==> config.mk <==
export PLATFORM = sky130hd
export DESIGN_NAME = pimp_queue
export DESIGN_NICKNAME = d
export VERILOG_FILES = /design/src/point_in_mesh_parity_top_defines.svh /design/src/pimp_pkg.sv /design/src/pimp_queue.sv
export SDC_FILE = /design/constraint.sdc
export NUM_CORES = 1
export LEC_CHECK = 0
export BUFFER_PORTS_ARGS = -buffer_cell sky130_fd_sc_hd__buf_2
export CAP_MARGIN = 20
export CORE_MARGIN = 2
export CORE_UTILIZATION = 30
export CTS_CLUSTER_DIAMETER = 30
export DETAILED_ROUTE_END_ITERATION = 16
export SYNTH_ARGS = -nofsm -noshare
export SYNTH_HDL_FRONTEND = slang
export SYNTH_SLANG_ARGS = --single-unit
==> constraint.sdc <==
create_clock -name clk -period 13.6 [get_ports clk]
set_clock_uncertainty 0.2 [all_clocks]
set_input_delay 0.68 -clock clk [delete_from_list [all_inputs] [get_ports clk]]
set_output_delay 0.68 -clock clk [all_outputs]
set_load 0.05 [all_outputs]
==> src/point_in_mesh_parity_top_defines.svh <==
// Assertion macros shared by the point-in-mesh parity RTL.
// No dependencies; included by the modules that assert.
`ifndef POINT_IN_MESH_PARITY_TOP_DEFINES_SVH
`define POINT_IN_MESH_PARITY_TOP_DEFINES_SVH

// same-cycle implication, disabled while in reset
`define PIMP_ASSERT_IMPL(lbl, ante, cons, msg) \
    lbl: assert property (@(posedge clk) disable iff (!rst_n) (ante) |-> (cons)) \
        else $error(msg);

// next-cycle implication, disabled while in reset
`define PIMP_ASSERT_NEXT(lbl, ante, cons, msg) \
    lbl: assert property (@(posedge clk) disable iff (!rst_n) (ante) |=> (cons)) \
        else $error(msg);

`endif

==> src/pimp_pkg.sv <==
// Shared constants and types for the point-in-mesh parity block.
// No dependencies.
package pimp_pkg;

    localparam int PORT_W    = 32;
    localparam int CW        = 32;
    localparam int FRAC      = 16;
    localparam int CNT_W     = 16;
    localparam int EPS_RECIP = 100000;
    localparam int EPS_W     = 17;

    // edge / offset width, multiplier operand width, product width
    localparam int DW   = CW + 1;
    localparam int OPW  = DW + 2;
    localparam int PRW  = 2 * OPW;
    // cross-product width, dot-product chunking, accumulator width
    localparam int QW   = 2 * DW + 1;
    localparam int TCH  = (QW + DW + 7) / 4;
    localparam int TW   = 4 * TCH;
    localparam int ACCW = TW + EPS_W + 8;

    // smallest |det| that passes the epsilon test
    localparam longint unsigned DET_MIN =
        ((64'd1 << (2 * FRAC)) + 64'(EPS_RECIP) - 64'd1) / 64'(EPS_RECIP);

    typedef enum logic [1:0] {
        REG_POINT_X = 2'd0,
        REG_POINT_Y = 2'd1,
        REG_POINT_Z = 2'd2
    } reg_idx_t;

    typedef struct packed {
        logic signed [DW-1:0] e1x;
        logic signed [DW-1:0] e1y;
        logic signed [DW-1:0] e1z;
        logic signed [DW-1:0] e2x;
        logic signed [DW-1:0] e2y;
        logic signed [DW-1:0] e2z;
        logic signed [DW-1:0] sx;
        logic signed [DW-1:0] sy;
        logic signed [DW-1:0] sz;
        logic                 last;
    } tri_t;

endpackage

==> src/pimp_queue.sv <==
// Two-entry item queue between front and back.
// Depends on pimp_pkg.
module pimp_queue (
    input  logic           clk,
    input  logic           rst_n,
    input  logic           push,
    input  pimp_pkg::tri_t wr_data,
    input  logic           pop,
    output pimp_pkg::tri_t rd_data,
    output logic           full,
    output logic           empty
);

    pimp_pkg::tri_t mem_reg [2];
    logic           wr_ptr_reg;
    logic           rd_ptr_reg;
    logic [1:0]     cnt_reg;

    assign full    = (cnt_reg == 2'd2);
    assign empty   = (cnt_reg == 2'd0);
    assign rd_data = mem_reg[rd_ptr_reg];

    always_ff @(posedge clk)
    begin
        if (push)
        begin
            mem_reg[wr_ptr_reg] <= wr_data;
        end
    end

    always_ff @(posedge clk or negedge rst_n)
    begin
        if (!rst_n)
        begin
            wr_ptr_reg <= 1'b0;
            rd_ptr_reg <= 1'b0;
            cnt_reg    <= 2'd0;
        end
        else
        begin
            if (push)
            begin
                wr_ptr_reg <= ~wr_ptr_reg;
            end
            if (pop)
            begin
                rd_ptr_reg <= ~rd_ptr_reg;
            end
            if (push && !pop)
            begin
                cnt_reg <= cnt_reg + 2'd1;
            end
            else if (pop && !push)
            begin
                cnt_reg <= cnt_reg - 2'd1;
            end
        end
    end

endmodule

# --- Word level (Yosys, flattened, before mapping) ---
# Memories as Yosys holds them, arrays and structs flattened.
# Cells that the tools add are included.
# W data, S select, Z words.
classes:
  addsub: 2
  eq_ne: 1
  n_mux: 4
  bitwise: 2
  reduce_logical: 6
op_table:
  columns: ["op", "n"]
  rows:
  - ["$mux W2", 2]
  - ["$add A2 B1 Y2 const B", 1]
  - ["$eq A2 B2 Y1 const B", 1]
  - ["$logic_and A1 B1 Y1", 2]
  - ["$logic_not A1 Y1", 2]
  - ["$logic_not A2 Y1", 1]
  - ["$mux W1", 2]
  - ["$not A1 Y1", 2]
  - ["$reduce_bool A2 Y1", 1]
  - ["$sub A2 B1 Y2 const B", 1]
totals:
  ff_bits: 4
  mem_bits_rw: 596
  input_bits: 302
  out_inout_bits: 300
  n_memories: 1
memory_table:
  columns: ["name", "words", "word_bits", "rd", "rd_ports_with_merged_regs", "wr", "line", "source"]
  rows:
  - ["mem_reg", 2, 298, 1, 0, 1, "pimp_queue.sv:14", "pimp_pkg::tri_t mem_reg [2];"]

# --- Logic depth before layout (Yosys ltp) ---
depth:
  depth_word: 4
  ltp_mapped: 5

# --- Worst setup path before layout ---
# No wires, ideal clock.
synth_timing:
  path_type: "flip-flop to flip-flop"
  from: "register wr_ptr_reg"
  to: "memory mem_reg[0][0] (netlist name) (enable)"
  setup_ns: 0.999
  arrival_time_ns: 13.525
  path_slack_ns: -1.124
  stages_incl_launch_ff: 2
  n_path_buf: 0
  cell_sequence: "dfrtp_1 nor2b_1"
synth_lines:
  columns: ["element", "line", "source"]
  rows:
  - ["start, declared", "pimp_queue.sv:15", "logic wr_ptr_reg;"]
  - ["start signal, assigned", "pimp_queue.sv:43", "wr_ptr_reg <= ~wr_ptr_reg;"]
  - ["end, declared", "pimp_queue.sv:14", null]
# Straight into the memory's write port.

==> metrics.yaml <==
status: "completed"
globalRouteMet1Util_pct: 13.9
die_w_um: 278
worstPathCellList: "buf_12, mux2_4, buf_2"
synthCells: 943
slew_headroom_pct: 22.7
num_rows: 100
critical_path.startpoint_type: "flip-flop"
boundaryPins: 602
count_of_pins_over_their_slew_limit: 0
synth_area_per_cell_um2: 23.9
drt_first_pass_iters: 7
detailedRoute.firstIterationViolations: 468
cts.htree.levels: 3
largest_register_ffs: 596
cts_buffer_depth: 3
design.final.nets: 2209
cts_tree: "done"
critPathArrivalTime_ns: 3.29
viasPerCell: 4.23
route.detailed.wl_per_inst_um: 17.9
clock_latency_ns: 0.63
critPathRequiredTime_ns: 12.72
grt_max_degree: 143
cp_num_buf_inv: 2
rsz0062_at_grt: "false"
area_fraction_of_the_dominant_cell_type_after_synthesis_pct: 79.6
final_min_period_over_clock_period_pct: 30.7
critPathCaptureType: "output port"
finalInstanceArea_um2: 33100
synth.cell_area_um2: 22500
path_class: "flip-flop to output port"
core_region_area_um2: 74300
grt-busiest-layer: "met2"
report.final.hold_viol_count: 0
synthesis.nets: 1246
gr-usage-all-layers_pct: 13.4
detailed_place.area_um2: 26500
grt-ovfl-total: 0
root_buffer: "sky130_fd_sc_hd__clkbuf_16"
fmax_ghz: 0.240
synthDistinctLibCells: 14
grt_antenna_before_repair: 8
regToRegSetupSlack_ns: 10.19
maxCapViolations: 0
setup_tns_ns: 0
tritoncts.num_buffers: 113
synth_area_leaders: "sky130_fd_sc_hd__edfxtp_1, sky130_fd_sc_hd__mux2_4, sky130_fd_sc_hd__mux2_2"
ys_seq_elements: 600
finalCoreUtilization_pct: 44.5
critical_path.slowest_cell: "sky130_fd_sc_hd__dfrtp_4"
cpPeakStageDelay_ns: 1.12
die_span_y_um: 278
place.gp.congestion: 0.752
critical_path.top_delay_family: "flip-flops"
first_global_vias: 14000
initial_core_util_pct: 30.3
drive_above_1_share_pct: 54.2
detailroute.via_count: 12600
wl_um: 53400
die-area_um2: 77200
dp.final_hpwl_um: 33600
yosys.area.top_type: "sky130_fd_sc_hd__edfxtp_1"
post-route-worst-setup-slack_ns: 9.43
path_max_fanout: 114
synth_warnings: 0
synthToLayoutAreaGrowth_pct: 47.0
grt_first_pass_wirelength_um: 79500
drc_errors: 0
max-vdd-ir-drop_mv: 0.166
design_power_total_mw: 8.33
route.antenna.remaining_nets: 0
grt_use_met3_pct: 5.15
cts.clk_slew.worst_paths_ns: 0.04
cellPowerDensity_nw_per_um2: 252
io_buffers: 601
grtUsageMet2_pct: 23.8
cts.sinks: 600
placement.setup.worst_slack_ns: 9.48
finalSetupViolations: 0
period_minus_ws_final_ns: 4.17
tightest_pin_transition_ns: 1.16
lkg_pwr_nw: 13.1
hold_path.class: "input port to flip-flop"
synth-seq-area-share_pct: 80.0
-- report_power, final --
group | switching [mW] | internal [mW] | leakage, nW | total [mW]
registers | 0.124 | 2.46 | 5.64 | 2.59
logic | 2.10 | 0.944 | 5.64 | 3.04
clock network | 0.912 | 1.79 | 1.81 | 2.70
total | 3.13 | 5.20 | 13.1 | 8.33
-- layer usage --
layer	part of all wire, %	wire [um]
met2	52	27500
met3	8.8	4680
met1	37	19500
met5	0.081	43
met4	3.0	1630
-- repair_timing --
item	CTS	global route
setup endpoints to repair	0	0
resized for setup	0	0
hold buffers	270	0
endpoints found under the hold margin	535	0
setup buffers	0	0
-- worst reg2reg max path, cell delays in order (launching register included) --
cell and delay, ns:
sky130_fd_sc_hd__dfrtp_1 0.43, sky130_fd_sc_hd__nor2b_4 0.56, sky130_fd_sc_hd__buf_16 0.25, sky130_fd_sc_hd__buf_4 0.69, sky130_fd_sc_hd__buf_4 0.86
-- synth_stat cells (all sizes together) --
cell type,instances
dfrtp,4
nor2b,2
and2,1
edfxtp,596
mux2,298
nor2,2
buf,33
xor2,4
xnor2,1
ha,1
inv,1
-- cells in the final DEF (no fill, tap or decap) --
master                            n
sky130_fd_sc_hd__mux2_4         200
sky130_fd_sc_hd__buf_12           3
sky130_fd_sc_hd__bufinv_16       13
sky130_fd_sc_hd__buf_16           1
sky130_fd_sc_hd__mux2_2          98
sky130_fd_sc_hd__diode_2          5
sky130_fd_sc_hd__clkinv_2        19
sky130_fd_sc_hd__clkinvlp_4      12
sky130_fd_sc_hd__clkinv_1        16
sky130_fd_sc_hd__xnor2_1          1
sky130_fd_sc_hd__dlygate4sd3_1  270
sky130_fd_sc_hd__inv_1            1
sky130_fd_sc_hd__nor2b_1          1
sky130_fd_sc_hd__clkbuf_1        22
sky130_fd_sc_hd__clkbuf_16      115
sky130_fd_sc_hd__buf_2          601
sky130_fd_sc_hd__inv_16           1
sky130_fd_sc_hd__dfrtp_1          3
sky130_fd_sc_hd__and2_4           1
sky130_fd_sc_hd__clkinv_16        3
sky130_fd_sc_hd__dfrtp_4          1
sky130_fd_sc_hd__buf_4            6
sky130_fd_sc_hd__nor2b_4          1
sky130_fd_sc_hd__edfxtp_1       596
sky130_fd_sc_hd__ha_1             1
sky130_fd_sc_hd__inv_6            3
sky130_fd_sc_hd__nor2_1           2
sky130_fd_sc_hd__clkinv_4         7
sky130_fd_sc_hd__xor2_1           4
-- final timing paths --
path | from | endpoint | cells after the start
worst max-delay path | rd_ptr_reg$_DFFE_PN0P_ | rd_data[184] | 3
worst min-delay path | wr_data[58] | mem_reg[1][58]$_DFFE_PP_ | 1
worst max register to register | wr_ptr_reg$_DFFE_PN0P_ | mem_reg[0][153]$_DFFE_PP_ | 4
worst min register to register | cnt_reg[1]$_DFFE_PN0P_ | cnt_reg[1]$_DFFE_PN0P_ | 1
max in group asynchronous | rst_n | rd_ptr_reg$_DFFE_PN0P_ | 2
min in group asynchronous | rst_n | cnt_reg[1]$_DFFE_PN0P_ | 2
-- stage by stage --
step | hold slack, ns | cells
6_report | 0.0455 | 2976
2_1_floorplan | 0.184 | 943
5_1_grt | 0.00318 | 2974
3_5_place_dp | 0.275 | 2489
4_1_cts | 0.000134 | 2970
3_3_place_gp | 0.278 | 2489
-- final cells by class --
type                    count  area (um^2)
clock buffers             137         2960
clock inverters            74          833
well taps                 969         1210
flip-flops and latches    600        18000
fillers                  6461        41300
diodes                      5         12.5
multi-input cells         309         4200
inverters                   1         3.75
repair buffers            881         5840
-- kinds of logic after synthesis --
| group | count (synthesis) | share of synthesized area [%] |
|---|---|---|
| AND/OR/NAND/NOR | 5 | 0.117 |
| buffers and inverters | 34 | 1.38 |
| multiplexers | 298 | 18.3 |
| adder cells (fa/ha/maj) | 1 | 0.0556 |
| XOR/XNOR | 5 | 0.195 |
| flip-flops | 600 | 80.0 |
No activity file was read; power rests on OpenSTA's default activity.
