**config.mk**
```make
export PLATFORM = sky130hd
export DESIGN_NAME = pimp_front
export DESIGN_NICKNAME = d
export VERILOG_FILES = /design/src/point_in_mesh_parity_top_defines.svh /design/src/pimp_pkg.sv /design/src/pimp_front.sv
export SDC_FILE = /design/constraint.sdc
export NUM_CORES = 1
export LEC_CHECK = 0
export ABC_AREA = 1
export BUFFER_PORTS_ARGS = -buffer_cell sky130_fd_sc_hd__buf_2
export CORE_ASPECT_RATIO = 0.8
export CORE_MARGIN = 5
export CORE_UTILIZATION = 51
export CTS_CLUSTER_DIAMETER = 200
export CTS_CLUSTER_SIZE = 8
export DETAILED_ROUTE_END_ITERATION = 8
export PLACE_DENSITY = 0.8
export SKIP_CTS_REPAIR_TIMING = 1
export SYNTH_ARGS = -nofsm -noshare
export SYNTH_HDL_FRONTEND = slang
export SYNTH_SLANG_ARGS = --single-unit
```
**constraint.sdc**
```tcl
create_clock -name clk -period 1.5 [get_ports clk]
set_input_delay 0 -clock clk [delete_from_list [all_inputs] [get_ports clk]]
set_output_delay 0 -clock clk [all_outputs]
set_load 0.02 [all_outputs]
```
**src/point_in_mesh_parity_top_defines.svh**
```systemverilog
// Assertion macros shared by the point-in-mesh parity RTL.
// No dependencies; included by the modules that assert.
`ifndef POINT_IN_MESH_PARITY_TOP_DEFINES_SVH
`define POINT_IN_MESH_PARITY_TOP_DEFINES_SVH

// same-cycle implication, disabled while in reset
`define PIMP_ASSERT_IMPL(lbl, ante, cons, msg) \
    lbl: assert property (@(posedge clk) disable iff (!rst_n) (ante) |-> (cons)) \
        else $error(msg);

// next-cycle implication, disabled while in reset
`define PIMP_ASSERT_NEXT(lbl, ante, cons, msg) \
    lbl: assert property (@(posedge clk) disable iff (!rst_n) (ante) |=> (cons)) \
        else $error(msg);

`endif

```
**src/pimp_pkg.sv**
```systemverilog
// Shared constants and types for the point-in-mesh parity block.
// No dependencies.
package pimp_pkg;

    localparam int PORT_W    = 32;
    localparam int CW        = 32;
    localparam int FRAC      = 16;
    localparam int CNT_W     = 16;
    localparam int EPS_RECIP = 100000;
    localparam int EPS_W     = 17;

    // edge / offset width, multiplier operand width, product width
    localparam int DW   = CW + 1;
    localparam int OPW  = DW + 2;
    localparam int PRW  = 2 * OPW;
    // cross-product width, dot-product chunking, accumulator width
    localparam int QW   = 2 * DW + 1;
    localparam int TCH  = (QW + DW + 7) / 4;
    localparam int TW   = 4 * TCH;
    localparam int ACCW = TW + EPS_W + 8;

    // smallest |det| that passes the epsilon test
    localparam longint unsigned DET_MIN =
        ((64'd1 << (2 * FRAC)) + 64'(EPS_RECIP) - 64'd1) / 64'(EPS_RECIP);

    typedef enum logic [1:0] {
        REG_POINT_X = 2'd0,
        REG_POINT_Y = 2'd1,
        REG_POINT_Z = 2'd2
    } reg_idx_t;

    typedef struct packed {
        logic signed [DW-1:0] e1x;
        logic signed [DW-1:0] e1y;
        logic signed [DW-1:0] e1z;
        logic signed [DW-1:0] e2x;
        logic signed [DW-1:0] e2y;
        logic signed [DW-1:0] e2z;
        logic signed [DW-1:0] sx;
        logic signed [DW-1:0] sy;
        logic signed [DW-1:0] sz;
        logic                 last;
    } tri_t;

endpackage

```
**src/pimp_front.sv**
```systemverilog
// Front end: query point registers and per-item edge / offset setup.
// Depends on pimp_pkg.
module pimp_front (
    input  logic                          clk,
    input  logic                          rst_n,
    input  logic                          cfg_we,
    input  logic [1:0]                    cfg_index,
    input  logic [pimp_pkg::PORT_W-1:0]   cfg_data,
    input  logic [pimp_pkg::PORT_W-1:0]   vert0_x,
    input  logic [pimp_pkg::PORT_W-1:0]   vert0_y,
    input  logic [pimp_pkg::PORT_W-1:0]   vert0_z,
    input  logic [pimp_pkg::PORT_W-1:0]   vert1_x,
    input  logic [pimp_pkg::PORT_W-1:0]   vert1_y,
    input  logic [pimp_pkg::PORT_W-1:0]   vert1_z,
    input  logic [pimp_pkg::PORT_W-1:0]   vert2_x,
    input  logic [pimp_pkg::PORT_W-1:0]   vert2_y,
    input  logic [pimp_pkg::PORT_W-1:0]   vert2_z,
    input  logic                          last_triangle,
    output pimp_pkg::tri_t                tri_out
);

    logic [pimp_pkg::PORT_W-1:0] px_reg;
    logic [pimp_pkg::PORT_W-1:0] py_reg;
    logic [pimp_pkg::PORT_W-1:0] pz_reg;

    // low CW bits, sign-extended by one for the difference
    function automatic logic signed [pimp_pkg::DW-1:0] ext(
        input logic [pimp_pkg::PORT_W-1:0] r);
        return {r[pimp_pkg::CW-1], r[pimp_pkg::CW-1:0]};
    endfunction

    always_ff @(posedge clk or negedge rst_n)
    begin
        if (!rst_n)
        begin
            px_reg <= '0;
            py_reg <= '0;
            pz_reg <= '0;
        end
        else if (cfg_we)
        begin
            unique case (pimp_pkg::reg_idx_t'(cfg_index))
                pimp_pkg::REG_POINT_X: px_reg <= cfg_data;
                pimp_pkg::REG_POINT_Y: py_reg <= cfg_data;
                pimp_pkg::REG_POINT_Z: pz_reg <= cfg_data;
                default: ;
            endcase
        end
    end

    always_comb
    begin
        tri_out.e1x  = ext(vert1_x) - ext(vert0_x);
        tri_out.e1y  = ext(vert1_y) - ext(vert0_y);
        tri_out.e1z  = ext(vert1_z) - ext(vert0_z);
        tri_out.e2x  = ext(vert2_x) - ext(vert0_x);
        tri_out.e2y  = ext(vert2_y) - ext(vert0_y);
        tri_out.e2z  = ext(vert2_z) - ext(vert0_z);
        tri_out.sx   = ext(px_reg) - ext(vert0_x);
        tri_out.sy   = ext(py_reg) - ext(vert0_y);
        tri_out.sz   = ext(pz_reg) - ext(vert0_z);
        tri_out.last = last_triangle;
    end

endmodule

```
==> results_dict.tcl, run 1 <==
set metrics [dict create \
    grt-ovfl-total 3385 \
    synth.yosys.warnings 0 \
    start_util 0.5186 \
    io_buffers 621 \
    cts_num_sinks 96 \
    ys_types 22 \
    ys_seq_area_frac 0.09271 \
    gp_congestion 1.077 \
    syn_area_mm2 0.02591 \
    worst_endpoint "tri_out[33]" \
    error "[ERROR GRT-0232] Routing congestion too high. Check the congestion heatmap in the GUI." \
    outcome "stopped before the end" \
    syn-num-nets 5801 \
    die_y_um 211.6 \
    cts_buffers 9 \
    htreeDepth 3 \
    io_pins 624 \
    failing_step "5_1_grt" \
    worst_endpoint_kind "primary output" \
    grt_util_all_layers 0.9663 \
    synth_area_per_cell_um2 5.004 \
    row_count 73 \
    dp_hpwl_um 103300 \
    dieWidth_um 262.0 \
    grt_max_degree 65 \
    cts_buffer_depth 2 \
    ys_seq_elements 96 \
    cts_root_buf "clkbuf_16" \
    postSynthCellCount 5178 \
]
cell families after synthesis:
family | share of synthesized area
fa+ha+maj | 0.1460
xor+xnor | 0.04563
compound gates | 0.05968
buf+inv | 0.1898
simple gates | 0.4662
flops | 0.09271
synthesized netlist by cell type:
cell / count / area [um2]
a21oi_1: 186 / 930.9
nand4_1: 36 / 225.2
and2_1: 18 / 112.6
nor3_1: 18 / 90.09
fa_1: 9 / 180.2
buf_6: 6 / 67.56
inv_1: 1272 / 4775
or2_1: 9 / 56.30
clkbuf_1: 18 / 67.56
o21bai_1: 9 / 67.56
dfrtp_1: 96 / 2402
nand3_1: 199 / 996.0
ha_1: 288 / 3603
a21o_1: 9 / 67.56
nor2_1: 374 / 1404
xnor2_1: 18 / 157.7
nand3_2: 12 / 120.1
xor2_1: 117 / 1025
o21ai_0: 96 / 480.5
buf_4: 1 / 7.510
nand2_2: 46 / 287.8
nand2_1: 2341 / 8787
stage by stage:
| stage | setup TNS (ns) | setup slack, ns | instances | cell area, um2 |
|---|---|---|---|---|
| CTS | -106.16 | -0.9295 | 7053 | 35100 |
| global placement | -62.34 | -0.4729 | 7037 | 34820 |
| floorplan | -2.890 | -0.1607 | 5178 | 26250 |
| detailed placement | -68.39 | -0.5354 | 7037 | 34820 |
routing by layer:
metal,overflow,track usage
met2,2401,1.193
met5,10,0.5981
met1,91,0.8594
met3,63,0.8032
met4,820,1.096
==> inputs of run 2 (changes only) <==
--- a/config.mk
+++ b/config.mk
@@ -7,13 +7,10 @@
 export LEC_CHECK = 0
 export ABC_AREA = 1
 export BUFFER_PORTS_ARGS = -buffer_cell sky130_fd_sc_hd__buf_2
-export CORE_ASPECT_RATIO = 0.8
 export CORE_MARGIN = 5
-export CORE_UTILIZATION = 51
-export CTS_CLUSTER_DIAMETER = 200
-export CTS_CLUSTER_SIZE = 8
+export CORE_UTILIZATION = 40
 export DETAILED_ROUTE_END_ITERATION = 8
-export PLACE_DENSITY = 0.8
+export PLACE_DENSITY_LB_ADDON = 0.15
 export SKIP_CTS_REPAIR_TIMING = 1
 export SYNTH_ARGS = -nofsm -noshare
 export SYNTH_HDL_FRONTEND = slang
==> constraint.sdc (replaced) <==
create_clock -name clk -period 2 [get_ports clk]
set_input_delay 0 -clock clk [delete_from_list [all_inputs] [get_ports clk]]
set_output_delay 0 -clock clk [all_outputs]
set_load 0.02 [all_outputs]
==> results_dict.tcl, run 2 <==
set metrics [dict create \
    timing.final.crit_share 1.157 \
    critical_path_class "flop to output pin" \
    syn-num-nets 5801 \
    r2r-end "px_reg[5]" \
    clk_latency_ns 0.36 \
    synth_area_per_cell_um2 5.004 \
    critPathMaxFanout 3 \
    drt-pass1-iter-count 9 \
    dp_slack_ns -0.1672 \
    synth_most_common_cell "nand2_1" \
    htreeDepth 3 \
    drtAntennaViolNets 0 \
    slowest_stage "fa_2" \
    drv_slew 0 \
    die_area_mm2 0.06997 \
    synth_edf_count 0 \
    grt_antenna_before_repair 20 \
    grt_pass1_vias 30350 \
    layoutNonFillerInstCount 6798 \
    synth.yosys.warnings 0 \
    nNetsFinal 6552 \
    setup_viol 81 \
    dpl.cell_count 6714 \
    drc 0 \
    gp_congestion 1.056 \
    reg2regPathDepth 3 \
    critical_path.top_delay_family "simple AND/OR/NAND/NOR gates" \
    crit_chain "inv_2 > ha_4 > fa_2 > inv_2 > nand2_2 > nand2_2 > nand3_2 > nand2_4 > nand2_4 > nand2_4 > nand2_2 > nand2_1 > nand2_1 > nand2_2 > buf_6" \
    path_clk_slew_ns 0.07 \
    synth_ff_type "dfrtp_1" \
    row_count 93 \
    seqPwrFrac 0.117 \
    arrival_ns 2.31 \
    finalPower_mw 22.12 \
    p_comb_frac 0.798 \
    drive_gt1_frac 0.2295 \
    hold_viol 6 \
    fin_crit_ns 2.314 \
    critPathBufInv 3 \
    die_y_um 264.5 \
    grt_util_all_layers 0.3016 \
    violations "negative hold slack, negative setup slack" \
    cts_num_sinks 96 \
    critPathLaunchType "flop" \
    grt_pass1_wl_um 165300 \
    area_delta_synth_final_pct 34.51 \
    cpMostUsedCell "nand2_2" \
    ys_top_cells_by_area "nand2_1 (34%), inv_1 (18%), ha_1 (14%)" \
    io_pins 624 \
    cts_root_buf "clkbuf_16" \
    via_count 32760 \
    hold_path_end "pz_reg[17]" \
    drv_cap 0 \
    ys_seq_area_frac 0.09271 \
    layout_commonest_cell "nand2_1" \
    drtIter0Drc 2386 \
    synth.top_cell.area_share 0.3391 \
    setup_slack_ns -0.3139 \
    peakVddDrop_uv 356.6 \
    cts_buffer_depth 2 \
    p_sw_mw 12.31 \
    whs_ns -0.02429 \
    hold_path.class "input port to flop" \
    max_freq_ghz 0.4322 \
    dieWidth_um 264.5 \
    rsz0062_at_grt "yes" \
    core_area_mm2 0.06435 \
    cellLeakagePower_nw 23.01 \
    synthTopCellsByCount "nand2_1 (2341), inv_1 (1272), nor2_1 (374)" \
    via_per_inst 4.819 \
    hold_depth 3 \
    start_util 0.4027 \
    worstMarginPinSlew_ns 0.6397 \
    rr_startpoint "px_reg[5]" \
    timing.slew.headroom 0.5736 \
    cp_slowest_stage_delay_ns 0.38 \
    syn_area_mm2 0.02591 \
    clockPowerShare 0.084 \
    cp.required_ns 2.00 \
    io_buffers 621 \
    cts_buffers 9 \
    routedWlPerCell_um 17.00 \
    wl_um 115600 \
    power_density_mw_per_mm2 634.5 \
    outcome "finished, violations left" \
    reg2reg_setup_slack_ns 1.14 \
    final_util 0.5416 \
    async_flop_share 1.000 \
    postSynthCellCount 5178 \
    yosysTopAreaCell "nand2_1" \
    hold_start "cfg_data[17]" \
    power.share.switching 0.5564 \
    grt-ovfl-total 0 \
    endpoint_kind "output pin" \
    mostFrequentLayoutCells "nand2_1 (2094), inv_1 (1236), buf_2 (535)" \
    cts_tree "yes" \
    skew_ns 0 \
    ys_seq_elements 96 \
    grt_max_degree 65 \
    ys_types 22 \
    internal_power_mw 9.811 \
    dp_hpwl_um 100100 \
]
## run 2: cell type report
class,count,area (um2)
repair buffers,765,4747
inverters,1272,4787
multi-input cells,3785,21520
flip-flops and latches,96,2404
clock inverters,5,63.81
well taps,855,1070
fillers,6909,29490
diodes,9,22.52
clock buffers,11,242.7
## run 2: routing by layer
metal  GRT usage  wire length (um)
met1      0.3612             46860
met2      0.5356             55620
met3     0.06200              8421
met4      0.1071              4632
met5           0                50
## run 2: power by group through the flow
stage,logic [mW],clock network (mW),registers (mW)
2_1_floorplan,9.13,0,2.42
3_3_place_gp,14.3,0,2.50
3_5_place_dp,14.4,0,2.51
4_1_cts,14.4,1.91,2.48
5_1_grt,19.1,1.96,2.62
6_report,17.7,1.87,2.60
## run 2: how the worst max path moves through the flow
stage               startpoint           to  slack, ns  cells after the start
floorplan            pz_reg[0]  tri_out[17]       0.19                     11
global placement     pz_reg[0]  tri_out[25]      -0.15                     15
detailed placement   py_reg[0]  tri_out[62]      -0.17                     15
CTS                  py_reg[0]  tri_out[62]      -0.59                     15
global route         pz_reg[0]  tri_out[29]      -0.39                     15
finish               pz_reg[0]  tri_out[25]      -0.31                     15
## run 2: logic make-up (layout without fill, tap and decap cells)
logic type | count (synthesis) | count (layout) | share of synthesized area
other | 0 | 9 | 0
AO/OA/AOI/OAI | 300 | 300 | 0.05968
AND/OR/NAND/NOR | 3053 | 3053 | 0.4662
XOR/XNOR | 135 | 135 | 0.04563
buffers and inverters | 1297 | 2053 | 0.1898
adder cells (fa/ha/maj) | 297 | 297 | 0.1460
flip-flops | 96 | 96 | 0.09271
## run 2: stage by stage
| step | setup TNS [ns] | cell area (um2) |
|---|---|---|
| 2_1_floorplan | 0 | 25910 |
| 3_3_place_gp | -1.101 | 30650 |
| 3_5_place_dp | -1.825 | 30650 |
| 4_1_cts | -27.87 | 30950 |
| 5_1_grt | -21.13 | 34840 |
| 6_report | -11.90 | 34850 |
## run 2: worst min-delay path, delay by kind of cell
kind                   cells  cell delay [ns]
AO/OA/AOI/OAI              1             0.15
buffers and inverters      2             0.15
(Power assumes the default switching activity.)
